===== config.mk =====
export PLATFORM = sky130hd
export DESIGN_NAME = hrbf_isqrt
export DESIGN_NICKNAME = d
export VERILOG_FILES = /design/src/sv/hrbf_pkg.sv /design/src/sv/hrbf_isqrt.sv
export SDC_FILE = /design/constraint.sdc
export NUM_CORES = 1
export LEC_CHECK = 0
export BUFFER_PORTS_ARGS = -buffer_cell sky130_fd_sc_hd__buf_2
export CAP_MARGIN = 20
export CORE_ASPECT_RATIO = 1.4
export CORE_MARGIN = 1.5
export CORE_UTILIZATION = 45
export DETAILED_ROUTE_END_ITERATION = 16
export GPL_ROUTABILITY_DRIVEN = 0
export HOLD_SLACK_MARGIN = 0.08
export REMOVE_ABC_BUFFERS = 1
export SETUP_SLACK_MARGIN = 0.1
export SLEW_MARGIN = 30
export SYNTH_ARGS = -nofsm -noshare
export SYNTH_HDL_FRONTEND = slang
export SYNTH_SLANG_ARGS = --single-unit

===== constraint.sdc =====
create_clock -name clock -period 5.9 [get_ports clock]
set_input_delay 1.18 -clock clock [delete_from_list [all_inputs] [get_ports clock]]
set_output_delay 1.18 -clock clock [all_outputs]
set_load 0.01 [all_outputs]

===== src/sv/hrbf_pkg.sv =====
package hrbf_pkg;

   localparam int MaxCentersDefault = 256;
   localparam int FracBitsDefault   = 16;

   localparam int CountW   = 9;
   localparam int CoordW   = 32;
   localparam int FieldW   = 48;
   localparam int CsrIdxW  = 3;
   localparam int CsrDataW = 32;

   // Square root of a sum of three squared 33-bit differences.
   localparam int RootW = 34;
   localparam int RadW  = 2 * RootW;

   localparam logic [63:0] AccLim = 64'h3FFF_FFFF_FFFF_FFFF;

   typedef enum logic {
      OP_LOAD  = 1'b0,
      OP_QUERY = 1'b1
   } op_type;

   typedef enum logic [CsrIdxW-1:0] {
      CSR_CENTER_COUNT = 3'd0,
      CSR_POLY_AX      = 3'd1,
      CSR_POLY_AY      = 3'd2,
      CSR_POLY_AZ      = 3'd3,
      CSR_POLY_B       = 3'd4
   } csr_index_type;

   typedef struct packed {
      op_type                    op;
      logic [7:0]                slot;
      logic signed [CoordW-1:0]  coord_x;
      logic signed [CoordW-1:0]  coord_y;
      logic signed [CoordW-1:0]  coord_z;
      logic signed [CoordW-1:0]  weight_value;
      logic signed [CoordW-1:0]  weight_grad_x;
      logic signed [CoordW-1:0]  weight_grad_y;
      logic signed [CoordW-1:0]  weight_grad_z;
   } req_type;

   typedef struct packed {
      logic signed [FieldW-1:0] field_value;
      logic                     saturated;
   } rsp_type;

   typedef struct packed {
      logic signed [CoordW-1:0] center_x;
      logic signed [CoordW-1:0] center_y;
      logic signed [CoordW-1:0] center_z;
      logic signed [CoordW-1:0] alpha_weight;
      logic signed [CoordW-1:0] beta_weight_x;
      logic signed [CoordW-1:0] beta_weight_y;
      logic signed [CoordW-1:0] beta_weight_z;
   } center_entry_type;

   typedef enum logic [3:0] {
      ST_IDLE,
      ST_READ,
      ST_DIFF,
      ST_SQ,
      ST_SQRT,
      ST_R3,
      ST_ALPHA,
      ST_G,
      ST_BETA,
      ST_POLY,
      ST_BIAS,
      ST_OUT
   } state_type;

endpackage


===== src/sv/hrbf_isqrt.sv =====
module hrbf_isqrt (
   input  logic                          clock,
   input  logic                          reset,
   input  logic                          start,
   input  logic [hrbf_pkg::RadW-1:0]     radicand,
   output logic                          done,
   output logic [hrbf_pkg::RootW-1:0]    root
);
   import hrbf_pkg::*;

   localparam int CntW = $clog2(RootW + 1);

   // Restoring square root, one result bit per cycle.
   logic                busy_ff;
   logic                done_ff;
   logic [CntW-1:0]     cnt_ff;
   logic [RadW-1:0]     rad_ff;
   logic [RootW+1:0]    rem_ff;
   logic [RootW-1:0]    root_ff;

   logic [RootW+3:0]    rem_sh;
   logic [RootW+3:0]    trial;
   logic                take;
   logic [RootW+1:0]    rem_in;
   logic [RootW-1:0]    root_in;

   always_comb begin
      rem_sh  = {rem_ff, rad_ff[RadW-1 -: 2]};
      trial   = {2'b00, root_ff, 2'b01};
      take    = rem_sh >= trial;
      rem_in  = take ? (RootW+2)'(rem_sh - trial) : (RootW+2)'(rem_sh);
      root_in = {root_ff[RootW-2:0], take};
   end

   always_ff @(posedge clock) begin
      if (reset) begin
         busy_ff <= 1'b0;
         done_ff <= 1'b0;
         cnt_ff  <= '0;
      end else begin
         done_ff <= 1'b0;
         if (start) begin
            busy_ff <= 1'b1;
            cnt_ff  <= CntW'(RootW);
         end else if (busy_ff) begin
            cnt_ff <= cnt_ff - CntW'(1);
            if (cnt_ff == CntW'(1)) begin
               busy_ff <= 1'b0;
               done_ff <= 1'b1;
            end
         end
      end
   end

   always_ff @(posedge clock) begin
      if (start) begin
         rad_ff  <= radicand;
         rem_ff  <= '0;
         root_ff <= '0;
      end else if (busy_ff) begin
         rad_ff  <= {rad_ff[RadW-3:0], 2'b00};
         rem_ff  <= rem_in;
         root_ff <= root_in;
      end
   end

   assign done = done_ff;
   assign root = root_ff;

endmodule


=== Word level (Yosys, flattened, before mapping) ===
Index checks and enable logic that the tools add are counted.

* Flip-flop bits (word level): 146
* Latch bits: 0
* Memory bits (writable): 0
* Memory bits (read-only): 0
* Input bits: 71
* Memories: 0

* Add/sub/neg operators: 2
* Multipliers: 0
* Div/mod/pow operators: 0
* Order comparisons: 1
* Eq/ne operators: 1
* Shift operators: 0
* Multiplexer cells: 9
* Bitwise logic cells: 1
* Reduce and logical (&&, ||, !) cells: 3

{| class="wikitable"
|+ Operators by type and width
! kind !! count
|-
| two-way mux 68 bit || 2
|-
| greater-or-equal comparator 38 x 36 -> 1 bit || 1
|-
| two-way mux 36 bit || 1
|-
| subtractor 36 bit || 1
|-
| two-way mux 6 bit || 2
|-
| equality test 6 x 1 -> 1 bit (second input constant) || 1
|-
| subtractor 6 x 1 -> 6 bit (second input constant) || 1
|-
| two-way mux 1 bit || 4
|-
| OR reduction 3 bit || 1
|-
| nonzero test 2 bit || 1
|-
| OR reduction 2 bit || 1
|-
| inverter 1 bit || 1
|}

=== Logic depth before layout (Yosys ltp) ===
* Depth after elaboration: 4
* Mapped depth: 14

=== Worst setup path after synthesis ===
Ideal clock, no wire load.

* Path type: input to register
* Start point: input start
* End point: register rad_ff[0], enable pin
* Setup time: 0.422 ns
* Data arrival time: 3.090 ns
* Path slack: 2.388 ns
* Stages on the path: 4
* Path buffers: 2
* Path through: clkbuf_1 nor2_1 clkbuf_1 inv_1

* Cells in the longest elaborated chain, start to end: 1

{| class="wikitable"
|+ RTL lines
! what !! line !! RTL
|-
| start, declared || hrbf_isqrt.sv:4 || <nowiki>input logic start,</nowiki>
|-
| nonzero test 2 bit (no source line) || -- ||
|-
| end signal, assigned || hrbf_isqrt.sv:57 || <nowiki>rad_ff <= radicand;</nowiki>
|-
| end signal, assigned || hrbf_isqrt.sv:61 || <nowiki>rad_ff <= {rad_ff[RadW-3:0], 2'b00};</nowiki>
|-
| end, declared || hrbf_isqrt.sv:17 || <nowiki>logic [RadW-1:0] rad_ff;</nowiki>
|}

Every way passes these cells.
A chain may end at the register's enable or synchronous reset.

=== Worst setup path after layout ===
* Start point: register root_ff[0], in the netlist root[0]
* End point: register rem_ff[28]

* Cells in the longest elaborated chain, start to end: 2
* Elaborated cells between the ends (all ways): 3
* Classes of those cells: add/sub (1); order compare (1); mux (1)

{| class="wikitable"
|+ RTL lines
! what !! line !! RTL
|-
| start, declared || hrbf_isqrt.sv:19 || <nowiki>logic [RootW-1:0] root_ff;</nowiki>
|-
| start signal, assigned || hrbf_isqrt.sv:63 || <nowiki>root_ff <= root_in;</nowiki>
|-
| subtractor 36 bit or greater-or-equal comparator 38 x 36 -> 1 bit (tied branches) || hrbf_isqrt.sv:31, hrbf_isqrt.sv:30 ||
|-
| two-way mux 36 bit (*) || hrbf_isqrt.sv:31 || <nowiki>rem_in = take ? (RootW+2)'(rem_sh - trial) : (RootW+2)'(rem_sh);</nowiki>
|-
| end signal, assigned || hrbf_isqrt.sv:62 || <nowiki>rem_ff <= rem_in;</nowiki>
|-
| end, declared || hrbf_isqrt.sv:18 || <nowiki>logic [RootW+1:0] rem_ff;</nowiki>
|}

Mark *: on every way between the ends. The rest lies on a longest branch, timed or not.

==> metrics <==
post-route clock period utilization 61.0%; Setup CP Type flop to flop; ys flop type dfxtp_1; IO Count 106; Post-CTS Hold Fix Bufs 0; Synth Instances 822; hold crit path type flop to flop; CP Data Required Time 6.20 ns; setup TNS 0 ns; antenna fix cells 0; Initial Util 45.8%; row cnt 58; sw frac 43.2%; largest net degree at the start of global routing 67; Core Area 17900 um2; count of cell types in the netlist 67; Residual DRC 0; status completed; Setup Viol. Count Final 0; total number of vias 6260; RSZ-0062 raised after global routing no; most common cell in the netlist nor2_1; CP startpoint kind flop; Leak Pwr 3.81 nW; FMAX 278 MHz; GRT overflow 0; Die ar. 19100 um2; clk slew on worst S/H paths 0.07 ns; MaxCap Viol Count 0; die height 163 um; CP arrival 3.89 ns; cell-by-cell trace of the critical path inv_1, ha_1, nor2b_1, o31ai_1, a21oi_2, o31ai_4, a311o_1, nand2_1, nand2_1, o211ai_1; clock buffer depth 2; Worst path slowest cell nand2_1; CP top delay family compound AO/OA/AOI/OAI gates; worst slew pin tran 0.893 ns; sinks on the clock net 146; Tot Pwr 4.84 mW; EDFF count, synth 68; CTS tree yes; cell-internal power 2.75 mW; Tmin final 3.60 ns; Final Max Slew Viols 0; crit-path max cell delay 0.60 ns; DPL Wire Length 12600 um; top cell type's share of synthesized area 24.9%; asr flop ratio synth 0%; Tot GR Track Use 19.8%; wire per inst 15.5 um; Gate power share 51.4%; Mapped Area 8210 um2; final WL 18000 um; Warnings, synthesis 0; most frequent CP cell nand2_1; first-pass GRT wire length 30000 um; first-pass detailed-route iteration total 7; sequential share of power 26.9%; Net Sw Power 2.09 mW; number of DRC markers in iteration 0 264; Seq/Total Area, Yosys 43.9%; FF+latch count, synth 146; area grow syn2layout 15.1%; Syn Area/Cell 9.99 um2; top cell type by total area after synthesis edfxtp_1; Buf+Inv Stages, Crit Path 1; Worst setup EP type flop; post-CTS setup buffers 0; vias per cell 5.39; Gates resized, CTS repair 0; Hold Vio Cnt, Final 0; Chip Width 117 um; final net count 1017; Synth top cells by count nor2_1, dfxtp_1, nand2_1; largest cells by area after synthesis edfxtp_1, dfxtp_1, mux2_2, ha_1, mux2i_1; Peak VDD IR 0.392 mV; H-Tree Level Count 4; clock share of power 21.7%; initial antenna violation count 0; share of cells above drive strength 1 25.2%; CTS root buffer clkbuf_16; PortBufs 105; Inserted Clock Buffers 17; clock latency on the worst-skew pair 0.43 ns; remaining antenna violation count 0; skew final 0.00900 ns; vias in the first global route 6128; PwrDens 512 nW/um2; CP max FO 21; worst rel slew slack 40.5%
==> cells by family after synthesis <==
family / count (synthesis) / share of synthesized area [%]
and+or+nand+nor: 247 / 13.9
AOI/OAI and AO/OA: 169 / 14.8
DFF: 146 / 43.9
muxes: 107 / 14.1
buffers and inverters: 86 / 4.49
adders and majority gates: 38 / 5.79
xor gates and xnor gates: 29 / 3.09
==> power by group through the flow <==
stage / clock network (mW) / logic [mW] / registers [mW]
final: 1.05 / 2.49 / 1.30
after global routing: 1.11 / 2.76 / 1.32
after CTS: 1.08 / 2.50 / 1.30
after detailed placement: 0 / 2.48 / 1.32
after global placement: 0 / 2.47 / 1.32
after floorplan: 0 / 1.90 / 1.30
==> metal layers <==
metal,global-route usage [%],vias up,wire (um)
met5,0,-,0
met4,6.24,0,275
met3,5.21,21,847
met2,33.9,121,9190
met1,24.2,2950,7710
li1,-,3168,-
==> flip-flops by register name, indices dropped and copies added (netlist names) <==
signal and count:
rad_ff 68, rem_ff 36, cnt_ff 6, done 1, root 34, busy_ff 1
==> path summary, 6_finish.rpt <==
check | start | to | slack, ns | cells after the start
max | root[0] | rem_ff[28] | 2.30 | 10
min | rem_ff[34] | rem_ff[34] | 0.49 | 2
max reg2reg | root[0] | rem_ff[28] | 2.30 | 10
min reg2reg | rem_ff[34] | rem_ff[34] | 0.49 | 2
==> metrics by stage <==
step	util, %	hold WS [ns]	setup WS, ns	cells	instance area (um2)
after detailed placement	49.5	0.470	2.30	1129	8870
after global routing	52.7	0.519	2.00	1161	9450
after global placement	49.5	0.471	2.35	1129	8870
after CTS	52.7	0.484	2.29	1161	9450
final	52.7	0.486	2.30	1161	9450
after floorplan	-	0.436	0.875	779	8010
==> layout by cell type (no fill, tap or decap), types with 38 or more instances in the layout <==
master	synthesis	final
mux2_2	67	67
mux2i_1	40	40
ha_1	38	38
a21oi_1	46	46
edfxtp_1	68	68
nor2_1	90	89
nand2_1	73	73
dfxtp_1	78	77
inv_1	43	42
buf_2	4	104
==> cell type report <==
| cell class | count | area (um2) |
|---|---|---|
| Clock buffer | 17 | 425 |
| Sequential cell | 146 | 3610 |
| Multi-Input combinational cell | 590 | 4240 |
| Timing Repair Buffer | 110 | 566 |
| Inverter | 43 | 161 |
| Fill cell | 1702 | 8470 |
| Tap cell | 240 | 300 |
| Clock inverter | 15 | 146 |
==> tightest hold or removal path, cell delays in order, from the launching register on <==
cell and delay, ns:
dfxtp_1 0.32, nand2_1 0.05, o21ai_0 0.07
No activity file was read; power rests on OpenSTA's default activity.
