[config.mk]
export PLATFORM = sky130hd
export DESIGN_NAME = hrbf_mul64
export DESIGN_NICKNAME = d
export VERILOG_FILES = /design/src/sv/hrbf_pkg.sv /design/src/sv/hrbf_mul64.sv
export SDC_FILE = /design/constraint.sdc
export NUM_CORES = 2
export LEC_CHECK = 0
export BUFFER_PORTS_ARGS = -buffer_cell sky130_fd_sc_hd__buf_2
export CAP_MARGIN = 25
export CORE_MARGIN = 2
export CORE_UTILIZATION = 65
export CTS_BUF_LIST = sky130_fd_sc_hd__clkbuf_8 sky130_fd_sc_hd__clkbuf_16
export CTS_CLUSTER_SIZE = 40
export DETAILED_ROUTE_END_ITERATION = 8
export HOLD_SLACK_MARGIN = 0.06
export PLACE_DENSITY = 0.84
export SYNTH_ARGS = -nofsm -noshare
export SYNTH_HDL_FRONTEND = slang
export SYNTH_SLANG_ARGS = --single-unit
[constraint.sdc]
create_clock -name clock -period 19.1 [get_ports clock]
set_input_delay 4.775 -clock clock [delete_from_list [all_inputs] [get_ports clock]]
set_output_delay 4.775 -clock clock [all_outputs]
set_load 0.01 [all_outputs]
[src/sv/hrbf_pkg.sv]
package hrbf_pkg;

   localparam int MaxCentersDefault = 256;
   localparam int FracBitsDefault   = 16;

   localparam int CountW   = 9;
   localparam int CoordW   = 32;
   localparam int FieldW   = 48;
   localparam int CsrIdxW  = 3;
   localparam int CsrDataW = 32;

   // Square root of a sum of three squared 33-bit differences.
   localparam int RootW = 34;
   localparam int RadW  = 2 * RootW;

   localparam logic [63:0] AccLim = 64'h3FFF_FFFF_FFFF_FFFF;

   typedef enum logic {
      OP_LOAD  = 1'b0,
      OP_QUERY = 1'b1
   } op_type;

   typedef enum logic [CsrIdxW-1:0] {
      CSR_CENTER_COUNT = 3'd0,
      CSR_POLY_AX      = 3'd1,
      CSR_POLY_AY      = 3'd2,
      CSR_POLY_AZ      = 3'd3,
      CSR_POLY_B       = 3'd4
   } csr_index_type;

   typedef struct packed {
      op_type                    op;
      logic [7:0]                slot;
      logic signed [CoordW-1:0]  coord_x;
      logic signed [CoordW-1:0]  coord_y;
      logic signed [CoordW-1:0]  coord_z;
      logic signed [CoordW-1:0]  weight_value;
      logic signed [CoordW-1:0]  weight_grad_x;
      logic signed [CoordW-1:0]  weight_grad_y;
      logic signed [CoordW-1:0]  weight_grad_z;
   } req_type;

   typedef struct packed {
      logic signed [FieldW-1:0] field_value;
      logic                     saturated;
   } rsp_type;

   typedef struct packed {
      logic signed [CoordW-1:0] center_x;
      logic signed [CoordW-1:0] center_y;
      logic signed [CoordW-1:0] center_z;
      logic signed [CoordW-1:0] alpha_weight;
      logic signed [CoordW-1:0] beta_weight_x;
      logic signed [CoordW-1:0] beta_weight_y;
      logic signed [CoordW-1:0] beta_weight_z;
   } center_entry_type;

   typedef enum logic [3:0] {
      ST_IDLE,
      ST_READ,
      ST_DIFF,
      ST_SQ,
      ST_SQRT,
      ST_R3,
      ST_ALPHA,
      ST_G,
      ST_BETA,
      ST_POLY,
      ST_BIAS,
      ST_OUT
   } state_type;

endpackage

[src/sv/hrbf_mul64.sv]
module hrbf_mul64 (
   input  logic          clock,
   input  logic          reset,
   input  logic          start,
   input  logic [63:0]   op_a,
   input  logic [63:0]   op_b,
   output logic          done,
   output logic [127:0]  product
);
   import hrbf_pkg::*;

   // Four 32x32 partial products, one per cycle, each registered and then added into the product.
   logic         busy_ff;
   logic         done_ff;
   logic [2:0]   step_ff;
   logic [63:0]  a_ff;
   logic [63:0]  b_ff;
   logic [63:0]  pp_ff;
   logic [1:0]   sh_ff;
   logic [127:0] prod_ff;

   logic [31:0]  a_part;
   logic [31:0]  b_part;
   logic [1:0]   sh_in;
   logic [63:0]  pp_in;
   logic [127:0] pp_wide;

   always_comb begin
      unique case (step_ff[1:0])
         2'd0: begin
            a_part = a_ff[31:0];
            b_part = b_ff[31:0];
            sh_in  = 2'd0;
         end
         2'd1: begin
            a_part = a_ff[31:0];
            b_part = b_ff[63:32];
            sh_in  = 2'd1;
         end
         2'd2: begin
            a_part = a_ff[63:32];
            b_part = b_ff[31:0];
            sh_in  = 2'd1;
         end
         default: begin
            a_part = a_ff[63:32];
            b_part = b_ff[63:32];
            sh_in  = 2'd2;
         end
      endcase
      pp_in   = {32'd0, a_part} * {32'd0, b_part};
      pp_wide = {64'd0, pp_ff} << {sh_ff, 5'd0};
   end

   always_ff @(posedge clock) begin
      if (reset) begin
         busy_ff <= 1'b0;
         done_ff <= 1'b0;
         step_ff <= 3'd0;
      end else begin
         done_ff <= 1'b0;
         if (start) begin
            busy_ff <= 1'b1;
            step_ff <= 3'd0;
         end else if (busy_ff) begin
            step_ff <= step_ff + 3'd1;
            if (step_ff == 3'd4) begin
               busy_ff <= 1'b0;
               done_ff <= 1'b1;
            end
         end
      end
   end

   always_ff @(posedge clock) begin
      if (start) begin
         a_ff    <= op_a;
         b_ff    <= op_b;
         prod_ff <= 128'd0;
      end else if (busy_ff) begin
         if (step_ff != 3'd4) begin
            pp_ff <= pp_in;
            sh_ff <= sh_in;
         end
         if (step_ff != 3'd0) begin
            prod_ff <= prod_ff + pp_wide;
         end
      end
   end

   assign done    = done_ff;
   assign product = prod_ff;

endmodule

# After elaboration in Yosys (flattened, before gate mapping)
# Cells that the tools add are included.
[word_totals]
regBits = 327
in_bits = 131
elab_cells = 34
[op_classes]
n_addsub = 2
multipliers = 1
eq_ne = 4
shift = 1
muxes = 7
n_bitwise = 2
reduce_logical = 9
[ops]
columns = ["op", "n"]
rows = [
  ["128-bit adder", 1],
  ["64-bit by 7-bit << shifter with 128-bit output", 1],
  ["32-bit by 32-bit multiplier with 64-bit output", 1],
  ["32-bit two-way mux", 2],
  ["2-bit OR reduction", 4],
  ["1-bit two-way mux", 4],
  ["2-bit one-hot mux with 2 select lines", 1],
  ["3-bit by 1-bit adder with 3-bit output, second input constant", 1],
  ["3-bit equality test, second input constant", 1],
  ["3-bit inequality test, second input constant", 1],
  ["3-bit AND reduction", 1],
  ["3-bit nonzero test", 1],
  ["3-bit OR reduction", 1],
  ["2-bit by 1-bit equality test with 1-bit output, second input constant", 1],
  ["2-bit equality test, second input constant", 1],
  ["2-bit zero test", 1],
  ["1-bit NOT", 2],
  ["2-bit AND reduction", 1],
]

# Depth between registers and ports, before layout
[logic_depth]
word_depth = 4
mapped_depth = 38
mapped_depth_nobuf = 33

# Least setup slack after synthesis
# No wires, ideal clock.
[synth_path]
kind = "register to register"
from = "register step_ff[0]"
to = "register pp_ff[63], data pin"
setup_ps = 266
t_arrival_ps = 9141
t_required_ps = 18834
path_slack_ps = 9693
path_stages_with_launch = 34
n_path_buf = 4
period_less_slack_ps = 9407
path_cell_list = "dfxtp_1 inv_1 ha_1 clkbuf_1 nor2_1 clkbuf_1 clkbuf_1 mux2i_1 clkbuf_1 nor2_1 fa_1 inv_1 fa_1 fa_1 fa_1 inv_1 fa_1 inv_1 fa_1 inv_1 fa_1 fa_1 ha_1 and4_1 and4_1 nand4_1 a311oi_1 o21ai_1 o31ai_2 a221o_1 a21oi_2 o21ai_1 and4_1 nor3_1"
[synth_via]
elab_chain_len = 4
[synth_rtl]
columns = ["element", "line", "source"]
rows = [
  ["start: declaration", "hrbf_mul64.sv:15", "logic [2:0] step_ff;"],
  ["start signal: assignment", "hrbf_mul64.sv:66", "step_ff <= step_ff + 3'd1;"],
  ["2-bit by 1-bit equality test with 1-bit output, or another cell as far along", "hrbf_mul64.sv:29", "unique case (step_ff[1:0])"],
  ["2-bit OR reduction (no line)", "n/a", ""],
  ["32-bit two-way mux", "hrbf_mul64.sv:29", ""],
  ["32-bit by 32-bit multiplier with 64-bit output (*)", "hrbf_mul64.sv:51", "pp_in = {32'd0, a_part} * {32'd0, b_part};"],
  ["via pp_in[63]", "hrbf_mul64.sv:25", "logic [63:0] pp_in;"],
  ["end signal: assignment", "hrbf_mul64.sv:82", "pp_ff <= pp_in;"],
  ["end: declaration", "hrbf_mul64.sv:18", "logic [63:0] pp_ff;"],
]
# Mark *: on every way through the listed nets, which the timed path passes. The rest lies on a longest branch.
# A chain may end at the register's enable or synchronous reset.

# Worst setup path after layout
# Same ends and word-level chain as after synthesis.

==> run summary <==
Crit path max-delay family = adder cells
reg2reg start = step_ff[0]$_SDFFE_PP0P_
share of layout cells above drive strength 1 = 9.04%
max-slew violation count = 0
Hold EP = product[110]$_SDFFE_PP0P_
WHS Path Cells = 2
CP max stage cell = buf_4
die height = 290 µm
Worst-Skew Late Latency = 0.62 ns
worst reg2reg path depth = 33
total die area = 83900 µm²
kind of critical path = flop to flop
most common cell in the netlist = inv_1
Avg Synthesized Cell Area = 8.80 µm²
Yosys top cell by area = fa_1
Critical Path RT = 19.46 ns
Place WS = 8.43 ns
Final Cycle Share = 57.1%
final net count = 7522
Worst path most repeated cell = fa_1
FF-to-FF setup slack = 8.19 ns
relative slew slack = 13.7%
adder and majority gate portion of the synthesized area = 43.1%
H-tree levels = 2
HPWL after detailed placement = 144000 µm
cts repair resizes = 0
post-synthesis cell type count = 96
RSZ-0062 raised after global routing = no
post-route setup slack = 8.19 ns
CTS Root Cell = clkbuf_16
vias in the first global route = 46800
largest net degree at the start of global routing = 107
clock buffer count from CTS = 39
Post-synth EDFFs = 194
gr usage total = 44.7%
ys async rst share = 0%
top post-synthesis cells by count = inv_1, fa_1, nand2_1, nor2_1, ha_1
register area share after synthesis = 16.0%
hold_buf cts = 0
#FFs+latches synth = 327
dominant register cell in the synthesized netlist = edfxtp_1
post-synthesis mux area share = 3.19%
Die W = 290 µm
clock-pin transition on the worst setup and hold timing paths = 0.06 ns
Synth area leaders = fa_1, edfxtp_1, ha_1
CP Launch Point = step_ff[0]$_SDFFE_PP0P_
Worst Setup End Kind = flop
Slew @ Worst Pin = 1.26 ns
drt pass-1 iters = 7
final WL = 186000 µm
skew final = 0.0336 ns
Worst Setup Start Kind = flop
# Max-Cap Violations = 0
setup violators final = 0
initial antenna violation count = 10
CTS max path bufs = 3
Final TNS setup = 0 ns
CTS tree = done
Mapped Area = 53000 µm²
I/O Pins = 260
xor/xnor share of the synthesized area = 2.87%
Mapped Cells = 6027
row count = 104
Vias/cell = 6.35
Tmin final = 10.91 ns
Congestion Overflow GR = 0
CTS sink count = 327
final hold slack = 0.468 ns
r2r endpoint = pp_ff[63]$_DFFE_PP_
main combinational cell family by area after synthesis = adder cells
area share of the leading cell type in the synthesized netlist = 33.9%
CP Max Fanout = 46
Max stage delay on crit path = 0.81 ns
# DRC = 0
first-pass GRT wire length = 276000 µm
DR vias = 45700
post-route ant nets = 0
syn_nets = 7449
final hold vios = 0
Critical path buffers and inverters = 9
hold path start = product[110]$_SDFFE_PP0P_
post-synthesis compound-gate area fraction = 10.6%
Routed wire per std cell = 25.9 µm
1st-iter DRT viols = 4885
FMAX = 0.0916 GHz
core footprint = 80700 µm²
post-synthesis simple-gate area fraction = 15.3%
Starting Density = 65.8%
status = complete, no violations
placer's final routability congestion estimate = 1.06
Critical Path AT = 11.27 ns
area delta synth->final = 7.09%
synth warn = 0
I/O Buffers = 259
post-CTS setup buffer count = 0
min-delay worst type = flop to flop
[layout make-up]
cell class	instances	area, µm²
Fill cell	6201	23900
Timing Repair Buffer	337	1920
Tap cell	1060	1330
Inverter	944	3540
Sequential cell	327	8490
Clock inverter	28	315
Antenna cell	2	5.00
Clock buffer	43	1050
Multi-Input combinational cell	4451	40200
[sequential cells by signal, summed over array words and instances, names as in the netlist]
name     cells
product    128
busy_ff      1
a_ff        64
step_ff      3
pp_ff       64
sh_ff        2
b_ff        64
done         1
[stage by stage]
step                instance area, µm²  instances  util (%)
floorplan                        53000       6027         -
global placement                 55400       7115      68.7
detailed placement               55400       7115      68.7
CTS                              56800       7186      70.4
global route                     56800       7190      70.4
finish                           56800       7192      70.4
[worst max path at each step]
stage	endpoint	slack, ns	cells after the start
after floorplan	pp_ff[63]$_DFFE_PP_	9.69	33
after global placement	pp_ff[63]$_DFFE_PP_	8.74	31
after detailed placement	pp_ff[63]$_DFFE_PP_	8.43	33
after CTS	pp_ff[63]$_DFFE_PP_	8.41	33
after global routing	pp_ff[63]$_DFFE_PP_	7.93	33
final	pp_ff[63]$_DFFE_PP_	8.19	33
[layer usage]
layer | vias up | GRT usage (%) | routed length (µm)
met2 | 3279 | 69.3 | 81400
li1 | 19300 | - | -
met5 | - | 0 | 64
met3 | 899 | 15.0 | 24500
met4 | 8 | 31.4 | 17100
met1 | 22200 | 52.5 | 63200
[cells in the final DEF, fill, tap and decap left out, types with 62 or more instances in the layout]
cell type,instances
a21o_1,102
a21oi_1,336
buf_2,258
buf_4,76
dfxtp_1,133
edfxtp_1,194
fa_1,897
ha_1,394
inv_1,948
mux2_2,62
nand2_1,815
nand4_1,88
nor2_1,778
o21ai_0,145
xnor2_1,104
xor2_1,70
[worst reg2reg max path, delay by kind of cell (launching register included)]
kind	cells	cell delay (ns)
and+or+nand+nor	7	1.60
adders and majority gates	10	4.32
DFF	1	0.41
AOI/OAI and AO/OA	6	1.89
buffers and inverters	9	1.66
muxes	1	0.78
[kinds of logic (layout without fill, tap and decap cells)]
group / Yosys count / after routing
AO/OA/AOI/OAI: 892 / 892
XOR/XNOR: 174 / 174
adder cells (fa/ha/maj): 1291 / 1291
buffers and inverters: 1249 / 1352
flip-flops: 327 / 327
multiplexers: 161 / 161
other: 0 / 2
AND/OR/NAND/NOR: 1933 / 1933
Power is not shown: default switching activity piles up to over one toggle a cycle in this logic, so the estimate is an artifact.
